==> src/hw/rtl/assert_macros.svh <==
// Assertion helpers for the RTL.
`ifndef ASSERT_MACROS_SVH
`define ASSERT_MACROS_SVH

// Check that a property holds on every clock edge outside reset.
`define ASSERT_CLK(label, clk, rst_n, prop, msg) \
  label: assert property (@(posedge clk) disable iff (!rst_n) (prop)) else $error(msg);

// Check that a property holds on every clock edge, reset included.
`define ASSERT_ALWAYS(label, clk, prop, msg) \
  label: assert property (@(posedge clk) (prop)) else $error(msg);

`endif

==> src/hw/rtl/rgbhsl_pkg.sv <==
package rgbhsl_pkg;

  localparam int unsigned ChanW   = 8;
  localparam int unsigned HueW    = 9;
  localparam int unsigned PctW    = 7;
  localparam int unsigned SumW    = 9;   // max + min, up to 510
  localparam int unsigned NumW    = 17;  // hue numerator, up to 360*255
  localparam int unsigned DivStgs = 17;  // quotient bits, one per stage

  // Hue sector codes.
  typedef enum logic [1:0] {
    SEC_RED   = 2'd0,
    SEC_GREEN = 2'd1,
    SEC_BLUE  = 2'd2
  } sector_t;

  // Per-pixel quantities after the front end.
  typedef struct packed {
    logic [NumW-1:0] hue_num;   // hue numerator, already wrapped
    logic [NumW-1:0] sat_num;   // 100 * spread
    logic [SumW-1:0] den;       // spread for hue, sat denominator below
    logic [SumW-1:0] sat_den;   // saturation denominator
    logic [PctW-1:0] light;
    logic            grey;
  } front_t;

endpackage

==> src/hw/rtl/rgbhsl_front.sv <==
// Front end: max/min, sector, numerators, lightness. Three register stages.
module rgbhsl_front (
  input  logic                                clk,
  input  logic                                rst_n,
  input  logic                                in_vld,
  input  logic [rgbhsl_pkg::ChanW-1:0]        red,
  input  logic [rgbhsl_pkg::ChanW-1:0]        green,
  input  logic [rgbhsl_pkg::ChanW-1:0]        blue,
  output logic                                out_vld,
  output rgbhsl_pkg::front_t                  out_data
);

  // stage 1: max/min and sector
  logic [7:0] mx_nxt, mn_nxt;
  rgbhsl_pkg::sector_t sec_nxt;
  logic [7:0] r1_r, g1_r, b1_r, mx1_r, mn1_r;
  rgbhsl_pkg::sector_t sec1_r;
  logic v1_r;

  always_comb begin
    mx_nxt = red;
    mn_nxt = red;
    if (green > mx_nxt) mx_nxt = green;
    if (blue > mx_nxt) mx_nxt = blue;
    if (green < mn_nxt) mn_nxt = green;
    if (blue < mn_nxt) mn_nxt = blue;
    if (blue == mx_nxt)       sec_nxt = rgbhsl_pkg::SEC_BLUE;
    else if (green == mx_nxt) sec_nxt = rgbhsl_pkg::SEC_GREEN;
    else                      sec_nxt = rgbhsl_pkg::SEC_RED;
  end

  always_ff @(posedge clk) begin
    if (!rst_n) v1_r <= 1'b0;
    else        v1_r <= in_vld;
    r1_r <= red; g1_r <= green; b1_r <= blue;
    mx1_r <= mx_nxt; mn1_r <= mn_nxt; sec1_r <= sec_nxt;
  end

  // stage 2: sum, spread, signed sector term
  logic [8:0] sum_nxt;
  logic [7:0] spr_nxt;
  logic signed [11:0] t_nxt;  // k*spread + diff, in -255..1275
  logic [8:0] sum2_r;
  logic [7:0] spr2_r;
  logic signed [11:0] t2_r;
  logic v2_r;

  always_comb begin
    sum_nxt = {1'b0, mx1_r} + {1'b0, mn1_r};
    spr_nxt = mx1_r - mn1_r;
    case (sec1_r)
      rgbhsl_pkg::SEC_BLUE:
        t_nxt = $signed({2'b00, spr_nxt, 2'b00}) + $signed({4'b0000, r1_r})
              - $signed({4'b0000, g1_r});
      rgbhsl_pkg::SEC_GREEN:
        t_nxt = $signed({3'b000, spr_nxt, 1'b0}) + $signed({4'b0000, b1_r})
              - $signed({4'b0000, r1_r});
      default:
        t_nxt = $signed({4'b0000, g1_r}) - $signed({4'b0000, b1_r});
    endcase
  end

  always_ff @(posedge clk) begin
    if (!rst_n) v2_r <= 1'b0;
    else        v2_r <= v1_r;
    sum2_r <= sum_nxt; spr2_r <= spr_nxt; t2_r <= t_nxt;
  end

  // stage 3: scale by 60/100, wrap, lightness
  logic signed [11:0] tw;
  logic [11:0] tu;
  logic [13:0] light_full;
  always_comb begin
    tw = (t2_r < 0) ? t2_r + $signed({4'b0000, spr2_r} * 12'd6) : t2_r;
    tu = tw;
    // lightness = floor(100*sum/510) = floor(10*sum/51)
    light_full = 14'(sum2_r) * 14'd10;
  end

  logic [16:0] hnum_r, snum_r;
  logic [8:0]  den_r, sden_r;
  logic [13:0] l10_r;
  logic        grey_r, v3_r;

  always_ff @(posedge clk) begin
    if (!rst_n) v3_r <= 1'b0;
    else        v3_r <= v2_r;
    hnum_r <= 17'(tu) * 17'd60;
    snum_r <= 17'(spr2_r) * 17'd100;
    den_r  <= {1'b0, spr2_r};
    sden_r <= (sum2_r < 9'd255) ? sum2_r : 9'd510 - sum2_r;
    l10_r  <= light_full;
    grey_r <= (spr2_r == 8'd0);
  end

  // lightness: 10*sum/51 by reciprocal, 1285/65536 just under 1/51, then
  // one upward correction
  logic [27:0] lq_full;
  logic [6:0]  lq;
  logic [13:0] lrem;
  always_comb begin
    lq_full = 28'(l10_r) * 28'd1285;
    lq      = lq_full[22:16];
    lrem    = l10_r - 14'(lq) * 14'd51;
    if (lrem >= 14'd51) lq = lq + 7'd1;
  end

  assign out_vld = v3_r;
  always_comb begin
    out_data.hue_num = hnum_r;
    out_data.sat_num = snum_r;
    out_data.den     = den_r;
    out_data.sat_den = sden_r;
    out_data.light   = lq;
    out_data.grey    = grey_r;
  end

endmodule

==> src/hw/rtl/rgbhsl_div.sv <==
// Pipelined restoring divider pair: hue and saturation, one quotient bit per stage.
module rgbhsl_div (
  input  logic               clk,
  input  logic               rst_n,
  input  logic               in_vld,
  input  rgbhsl_pkg::front_t in_data,
  output logic               out_vld,
  output logic [rgbhsl_pkg::HueW-1:0] hue,
  output logic [rgbhsl_pkg::PctW-1:0] sat,
  output logic [rgbhsl_pkg::PctW-1:0] light
);
  localparam int unsigned N = rgbhsl_pkg::DivStgs;
  localparam int unsigned W = rgbhsl_pkg::NumW;

  logic [W-1:0] hq_r [N+1];   // shifts from dividend to quotient
  logic [9:0]   hr_r [N+1];   // partial remainder
  logic [W-1:0] sq_r [N+1];
  logic [9:0]   sr_r [N+1];
  logic [8:0]   hd_r [N+1];
  logic [8:0]   sd_r [N+1];
  logic [6:0]   l_r  [N+1];
  logic         g_r  [N+1];
  logic         v_r  [N+1];

  always_comb begin
    hq_r[0] = in_data.hue_num;
    sq_r[0] = in_data.sat_num;
    hr_r[0] = '0;
    sr_r[0] = '0;
    hd_r[0] = in_data.den;
    sd_r[0] = in_data.sat_den;
    l_r[0]  = in_data.light;
    g_r[0]  = in_data.grey;
    v_r[0]  = in_vld;
  end

  for (genvar i = 0; i < N; i++) begin : g_stg
    logic [9:0] htry, stry;
    logic       hge, sge;
    always_comb begin
      htry = {hr_r[i][8:0], hq_r[i][W-1]};
      stry = {sr_r[i][8:0], sq_r[i][W-1]};
      hge  = htry >= {1'b0, hd_r[i]};
      sge  = stry >= {1'b0, sd_r[i]};
    end
    always_ff @(posedge clk) begin
      if (!rst_n) v_r[i+1] <= 1'b0;
      else        v_r[i+1] <= v_r[i];
      hr_r[i+1] <= hge ? htry - {1'b0, hd_r[i]} : htry;
      sr_r[i+1] <= sge ? stry - {1'b0, sd_r[i]} : stry;
      hq_r[i+1] <= {hq_r[i][W-2:0], hge};
      sq_r[i+1] <= {sq_r[i][W-2:0], sge};
      hd_r[i+1] <= hd_r[i];
      sd_r[i+1] <= sd_r[i];
      l_r[i+1]  <= l_r[i];
      g_r[i+1]  <= g_r[i];
    end
  end

  assign out_vld = v_r[N];
  assign hue     = g_r[N] ? '0 : hq_r[N][rgbhsl_pkg::HueW-1:0];
  assign sat     = g_r[N] ? '0 : sq_r[N][rgbhsl_pkg::PctW-1:0];
  assign light   = l_r[N];

endmodule

==> src/hw/rtl/rgb_to_hsl_converter.sv <==
// RGB to HSL converter.
// Input: drive in_red_in/in_green_in/in_blue_in with start high; a transfer
// happens at each edge where start is high and busy is low. busy is always
// low, so one pixel may be transferred every clock cycle.
// Output: out_strobe is high for one cycle with out_hue_deg (0..359 deg),
// out_saturation_pct and out_lightness_pct (0..100 %, truncated). The
// result transfers at the edge ending that cycle; the receiver cannot stall,
// and none is needed since nothing is ever held back.
// Pipeline: from the input transfer to the strobe cycle, three front-end
// stages (max/min, sum/spread, scaling), then seventeen divider stages, one
// quotient bit each, then the output register. Throughput is one pixel per
// cycle, set by the fully pipelined restoring dividers.
// Grey pixels give hue and saturation zero.
// Reset (rst_n low, synchronous) clears all valid bits; data in flight is
// dropped and no strobe appears until new pixels arrive.
`include "assert_macros.svh"
module rgb_to_hsl_converter (
  input  logic       clk,
  input  logic       rst_n,
  input  logic       start,
  output logic       busy,
  input  logic [7:0] in_red_in,
  input  logic [7:0] in_green_in,
  input  logic [7:0] in_blue_in,
  output logic       out_strobe,
  output logic [8:0] out_hue_deg,
  output logic [6:0] out_saturation_pct,
  output logic [6:0] out_lightness_pct
);

  logic               f_vld, d_vld;
  rgbhsl_pkg::front_t f_data;
  logic [8:0]         d_hue;
  logic [6:0]         d_sat, d_light;

  assign busy = 1'b0;

  rgbhsl_front u_front (
    .clk, .rst_n, .in_vld(start & ~busy),
    .red(in_red_in), .green(in_green_in), .blue(in_blue_in),
    .out_vld(f_vld), .out_data(f_data)
  );

  rgbhsl_div u_div (
    .clk, .rst_n, .in_vld(f_vld), .in_data(f_data),
    .out_vld(d_vld), .hue(d_hue), .sat(d_sat), .light(d_light)
  );

  logic       strobe_r;
  logic [8:0] hue_r;
  logic [6:0] sat_r, light_r;
  always_ff @(posedge clk) begin
    if (!rst_n) strobe_r <= 1'b0;
    else        strobe_r <= d_vld;
    hue_r   <= d_hue;
    sat_r   <= d_sat;
    light_r <= d_light;
  end

  assign out_strobe         = strobe_r;
  assign out_hue_deg        = hue_r;
  assign out_saturation_pct = sat_r;
  assign out_lightness_pct  = light_r;

  `ASSERT_CLK(a_hue_range, clk, rst_n, out_strobe |-> out_hue_deg < 9'd360, "hue out of range")
  `ASSERT_CLK(a_sat_range, clk, rst_n, out_strobe |-> out_saturation_pct <= 7'd100, "sat out of range")
  `ASSERT_CLK(a_lat, clk, rst_n, d_vld |=> out_strobe, "strobe lost")
  `ASSERT_ALWAYS(a_rst, clk, !rst_n |=> !out_strobe, "strobe after reset")

endmodule
==> config.mk <==
export PLATFORM = sky130hd
export DESIGN_NAME = rgb_to_hsl_converter
export DESIGN_NICKNAME = d
export VERILOG_FILES = /design/src/hw/rtl/rgbhsl_pkg.sv /design/src/hw/rtl/rgbhsl_front.sv /design/src/hw/rtl/rgbhsl_div.sv /design/src/hw/rtl/rgb_to_hsl_converter.sv
export VERILOG_INCLUDE_DIRS = /design/src /design/src/hw/rtl
export SDC_FILE = /design/constraint.sdc
export NUM_CORES = 2
export LEC_CHECK = 0
export ABC_AREA = 1
export BUFFER_PORTS_ARGS = -buffer_cell sky130_fd_sc_hd__buf_2
export CORE_MARGIN = 2
export CORE_UTILIZATION = 63
export CTS_CLUSTER_DIAMETER = 80
export DETAILED_ROUTE_END_ITERATION = 7
export MAX_ROUTING_LAYER = met4
export PLACE_DENSITY = 0.88
export RECOVER_POWER = 100
export SETUP_SLACK_MARGIN = 0.15
export SLEW_MARGIN = 20
export SYNTH_ARGS = -nofsm -noshare
export SYNTH_HDL_FRONTEND = slang
export SYNTH_SLANG_ARGS = --single-unit
==> constraint.sdc <==
create_clock -name clk -period 9.7 [get_ports clk]
set_clock_uncertainty 0.15 [all_clocks]
set_input_delay 0 -clock clk [delete_from_list [all_inputs] [get_ports clk]]
set_output_delay 0 -clock clk [all_outputs]
set_load 0.005 [all_outputs]
### Word level (Yosys, flattened, before mapping)

Index checks and enable logic that the tools add are counted.
Widths: inputs -> output; s select.

* bits in registers: 1330
* input port bits: 27
* logic and storage cells: 310

* add/sub/neg operators: 43
* multipliers: 6
* magnitude comparators: 41
* eq/ne operators: 4
* multiplexer cells: 40
* reductions and logical operators: 1

Operators with widths (number)
* $mux 9: 31
* $ge 10x8->1: 16
* $ge 10x9->1: 16
* $sub 9x8->9: 15
* $sub 9x9->9: 15
* $mux 8: 4
* $pmux 12 s2: 1
* $sub 12x9->12: 2
* $mul 12x11->22 const B: 1
* $eq 8x8->1: 2
* $gt 8x8->1: 2
* $lt 8x8->1: 2
* $mul 12x4->15 const B: 1
* $ge 14x6->1 const B: 1
* $sub 13x13->14: 1
* $mul 7x6->13 const B: 1
* $mul 8x5->13 const B: 1
* $add 12x12->12: 1
* $lt 12x1->1 const B: 1
* $mul 9x3->12 const B: 1
* $mux 12: 1
* $add 10x8->11: 1
* $add 9x8->10: 1
* $mul 8x2->10 const B: 1
* 15 further kinds: 16

### Logic depth before layout (Yosys ltp)

* word-level depth: 6
* depth in mapped cells: 38

### Cells and area by module

Synthesis repeated with hierarchy kept, for this count alone.

* cells, all modules: 6703
* area total of the unflattened synthesis: 55121.6 um^2

By module, submodules not included
* rgbhsl_div: instances 1, cells each 5091, area each 42047.8 um^2, seq. area each 21500.6 um^2
* rgbhsl_front: instances 1, cells each 1584, area each 12574.6 um^2, seq. area each 2522.4 um^2
* rgb_to_hsl_converter: instances 1, cells each 28, area each 499.2 um^2, seq. area each 480.5 um^2

### Worst setup path before layout

Ideal clock, no wire load.

* path type: register -> register
* from: register u_front.l10_r[4]
* to: register u_div.l_r[117] (netlist bit)
* setup time: 114 ps
* data arrival time: 6489 ps
* path slack: 2947 ps
* stages on the path, launching flop included: 32
* clock period less this slack: 6753 ps
* cell sequence: dfxtp_1 > ha_1 > ha_1 > inv_1 > fa_1 > inv_1 > ha_1 > ha_1 > ha_1 > a21o_1 > a21oi_1 > nand3_1 > a21boi_1 > xnor2_1 > ha_1 > inv_1 > fa_1 > fa_1 > fa_1 > ha_1 > nand2_1 > o21ai_1 > inv_1 > nand2_2 > nand2_1 > nand2_2 > xor2_2 > nand2_2 > nor2_8 > nand3_4 > nand2_1 > nand2_1

RTL lines
* start: declaration: RTL line rgbhsl_front.sv:82 `logic [13:0] l10_r;`
* start signal: assignment: RTL line rgbhsl_front.sv:92 `l10_r <= light_full;`
* end signal: indexed assignment: RTL line rgbhsl_div.sv:55 `l_r[i+1] <= l_r[i];`
* end: declaration: RTL line rgbhsl_div.sv:21 `logic [6:0] l_r [N+1];`

==> metrics.cfg <==
[grt]
grt_pass1_wl_um=159000
antenna_found_initial=1
grt.total_usage_pct=26.2
grt_pass1_vias=35200
gr-total-overflow=0
grt_max_degree=31

[setup_path]
required_ns=10.08
cp_common_cell=ha_1
crit_type=flip-flop to flip-flop
cpMaxStageDelayCell=dfxtp_1
endpoint_kind=flip-flop
cp.arrival_ns=8.83
path_max_fanout=10
start_kind=flip-flop
crit_path_max_incr_delay_ns=0.66

[yosys]
synth_area_um2=46600
yosys_register_bits=1090
syn_area_per_cell_um2=9.10
synth_flop_cell=dfxtp_1
synth-edff-count=0
yosysWarnings=0
ys_types=64
syn_inst=5120
synth_seq_area_share_pct=46.8
synth-async-reset-ratio_pct=0

[sta]
finalMaxSlewViolations=0
slew_headroom_pct=14.9
fmax_ghz=0.118
rsz0062_at_grt=false
finalCriticalPeriod_ns=8.45
finalSetupTns_ns=0
finalSetupViolations=0
worst_pin_slew_ns=1.27
period_share_pct=87.1
hold_viol=0

[route]
routed_via_density=5.38
num_vias=34000
drt_iter0_markers=1746
ant_nets=0
drc=3
drt-pass1-iter-count=8
routed_wl_um=96400
wire_per_inst_um=15.2

[finish]
final_common_cell=dfxtp_1
syn2layout_area_growth_pct=11.0
most-common-layout-cells=1090 x dfxtp_1, 869 x nand2_1, 826 x inv_1
nets=5933
antennaDiodeCount=0
drive_gt1_share_pct=4.55

[job]
timing.max_cap.violations=0

[clock_network]
cts_buffers=103
cts_tree=done
clockBufferDepth=3
cts_setup_buffers=0
clk_latency_ns=0.70
cts_max_level=3
post_cts_resized=0
root_buffer=clkbuf_16
clkTransAtPathRegs_ns=0.06
cts.sinks=1090

[status]
status=complete, but fails checks
violations=design-rule violations

[placed_design]
hpwl_um=67400
port_buffers=50
place.gp.congestion=0.917

[worst_hold_path]
hold_path_class=primary input to flip-flop

[floorplanning]
rows=99
core-area_um2=73100
start_util_pct=63.8
chipWidth_um=276
die-area_um2=76200
die_y_um=276
pin_count=52

Yosys cell counts (all sizes together), types with 2 or more instances:
library cell / n / share of area [%]
o211ai: 19 / 0.32
nand2: 883 / 7.3
nor2: 272 / 2.3
nor3b: 6 / 0.097
a21o: 13 / 0.21
o31ai: 3 / 0.048
clkbuf: 17 / 0.14
a21oi: 383 / 4.1
xor2: 140 / 2.7
a32o: 7 / 0.15
mux2i: 3 / 0.064
a21boi: 3 / 0.048
inv: 831 / 6.7
a31oi: 26 / 0.35
a22oi: 3 / 0.048
o21bai: 37 / 0.60
dfxtp: 1090 / 47
nand3b: 5 / 0.081
nand3: 165 / 1.8
o2111ai: 2 / 0.051
xnor2: 122 / 2.3
a211oi: 16 / 0.26
ha: 537 / 14
o21a: 4 / 0.064
or4: 5 / 0.081
fa: 88 / 3.8
or2: 30 / 0.40
o22ai: 3 / 0.040
nand4: 58 / 0.79
o21ai: 269 / 2.9
nor3: 38 / 0.42
buf: 31 / 0.42
nor4: 3 / 0.072
layer usage:
metal  global-route usage [%]  routed length [um]  vias to the layer above
li1                         -                   -                    16800
met1                     25.4               36200                    15800
met2                     49.8               51600                      961
met3                     3.63                3650                      407
met4                     14.1                4980                        0
met5                        -                   0                        -
final cells by class:
cell class | instances | area, um2
clock inverter | 53 | 688
timing repair buffer | 103 | 723
clock buffer | 135 | 2840
fill | 4937 | 21300
inverter | 832 | 3120
tap | 959 | 1200
multi-input combinational | 3151 | 21300
sequential | 1090 | 21800
per-stage QoR:
stage | area (um2) | hold WS [ns] | utilization (%) | setup WS [ns] | cells
after CTS | 51800 | 0.0121 | 70.9 | 1.93 | 6323
after global placement | 47800 | 0.000587 | 65.4 | 2.09 | 6082
after floorplan | 46600 | -0.122 | - | 2.95 | 5121
final | 51700 | 0.119 | 70.8 | 1.25 | 6323
after detailed placement | 47800 | 0.00961 | 65.4 | 2.05 | 6082
after global routing | 51700 | 0.125 | 70.8 | 0.788 | 6323
cells by family (layout without fill, tap and decap cells):
family / Yosys count / in the layout / share of synthesized area (%)
compound gates: 792 / 792 / 9.32
xor+xnor: 263 / 263 / 5.01
fa+ha+maj: 625 / 625 / 18.2
buf+inv: 880 / 1123 / 7.26
flops: 1090 / 1090 / 46.8
mux: 3 / 3 / 0.0644
other cells: 1 / 2 / 0.00805
simple gates: 1466 / 1466 / 13.3
flip-flops by register name (all words and copies together), names as in the netlist, 9 cells and up, named ones only:
signal and flops:
u_div.g_stg.htry 158, u_div.g_stg.stry 153, u_div.hq_r 136, u_div.sd_r 134, u_div.sq_r 113, u_div.l_r 112, u_div.hd_r 92, u_div.g_r 17
u_div.v_r 16, u_front.hnum_r 15, u_front.snum_r 12, u_front.t2_r 12, u_front.l10_r 11, out_hue_deg 9, u_front.sden_r 9, u_front.sum2_r 9
timing repair:
action,CTS,global route
hold endpoints to repair,63,0
setup endpoints to repair,0,0
hold buffers,53,0
worst max-delay path, delay by kind of cell, from the launching register on:
kind / cells / cell delay [ns]
DFF: 1 / 0.66
adders and majority gates: 11 / 3.94
buffers and inverters: 4 / 0.27
xor gates and xnor gates: 2 / 0.48
AOI/OAI and AO/OA: 4 / 1.20
and+or+nand+nor: 10 / 1.59
path summary, 6_finish.rpt:
| path | from | to | slack (ns) | cells past startpoint |
|---|---|---|---|---|
| worst max-delay path | u_front.sden_r[0] | u_div.l_r[115] | 1.25 | 31 |
| worst max register to register | u_front.sden_r[0] | u_div.l_r[115] | 1.25 | 31 |
| worst min-delay path | in_blue_in[2] | u_front.mx1_r[2] | 0.12 | 4 |
| worst min register to register | u_div.l_r[67] | u_div.l_r[60] | 0.14 | 0 |
Power is left out: the tool's default activity adds up to more than one toggle a clock period on the data nets, which glitch-free logic cannot reach.
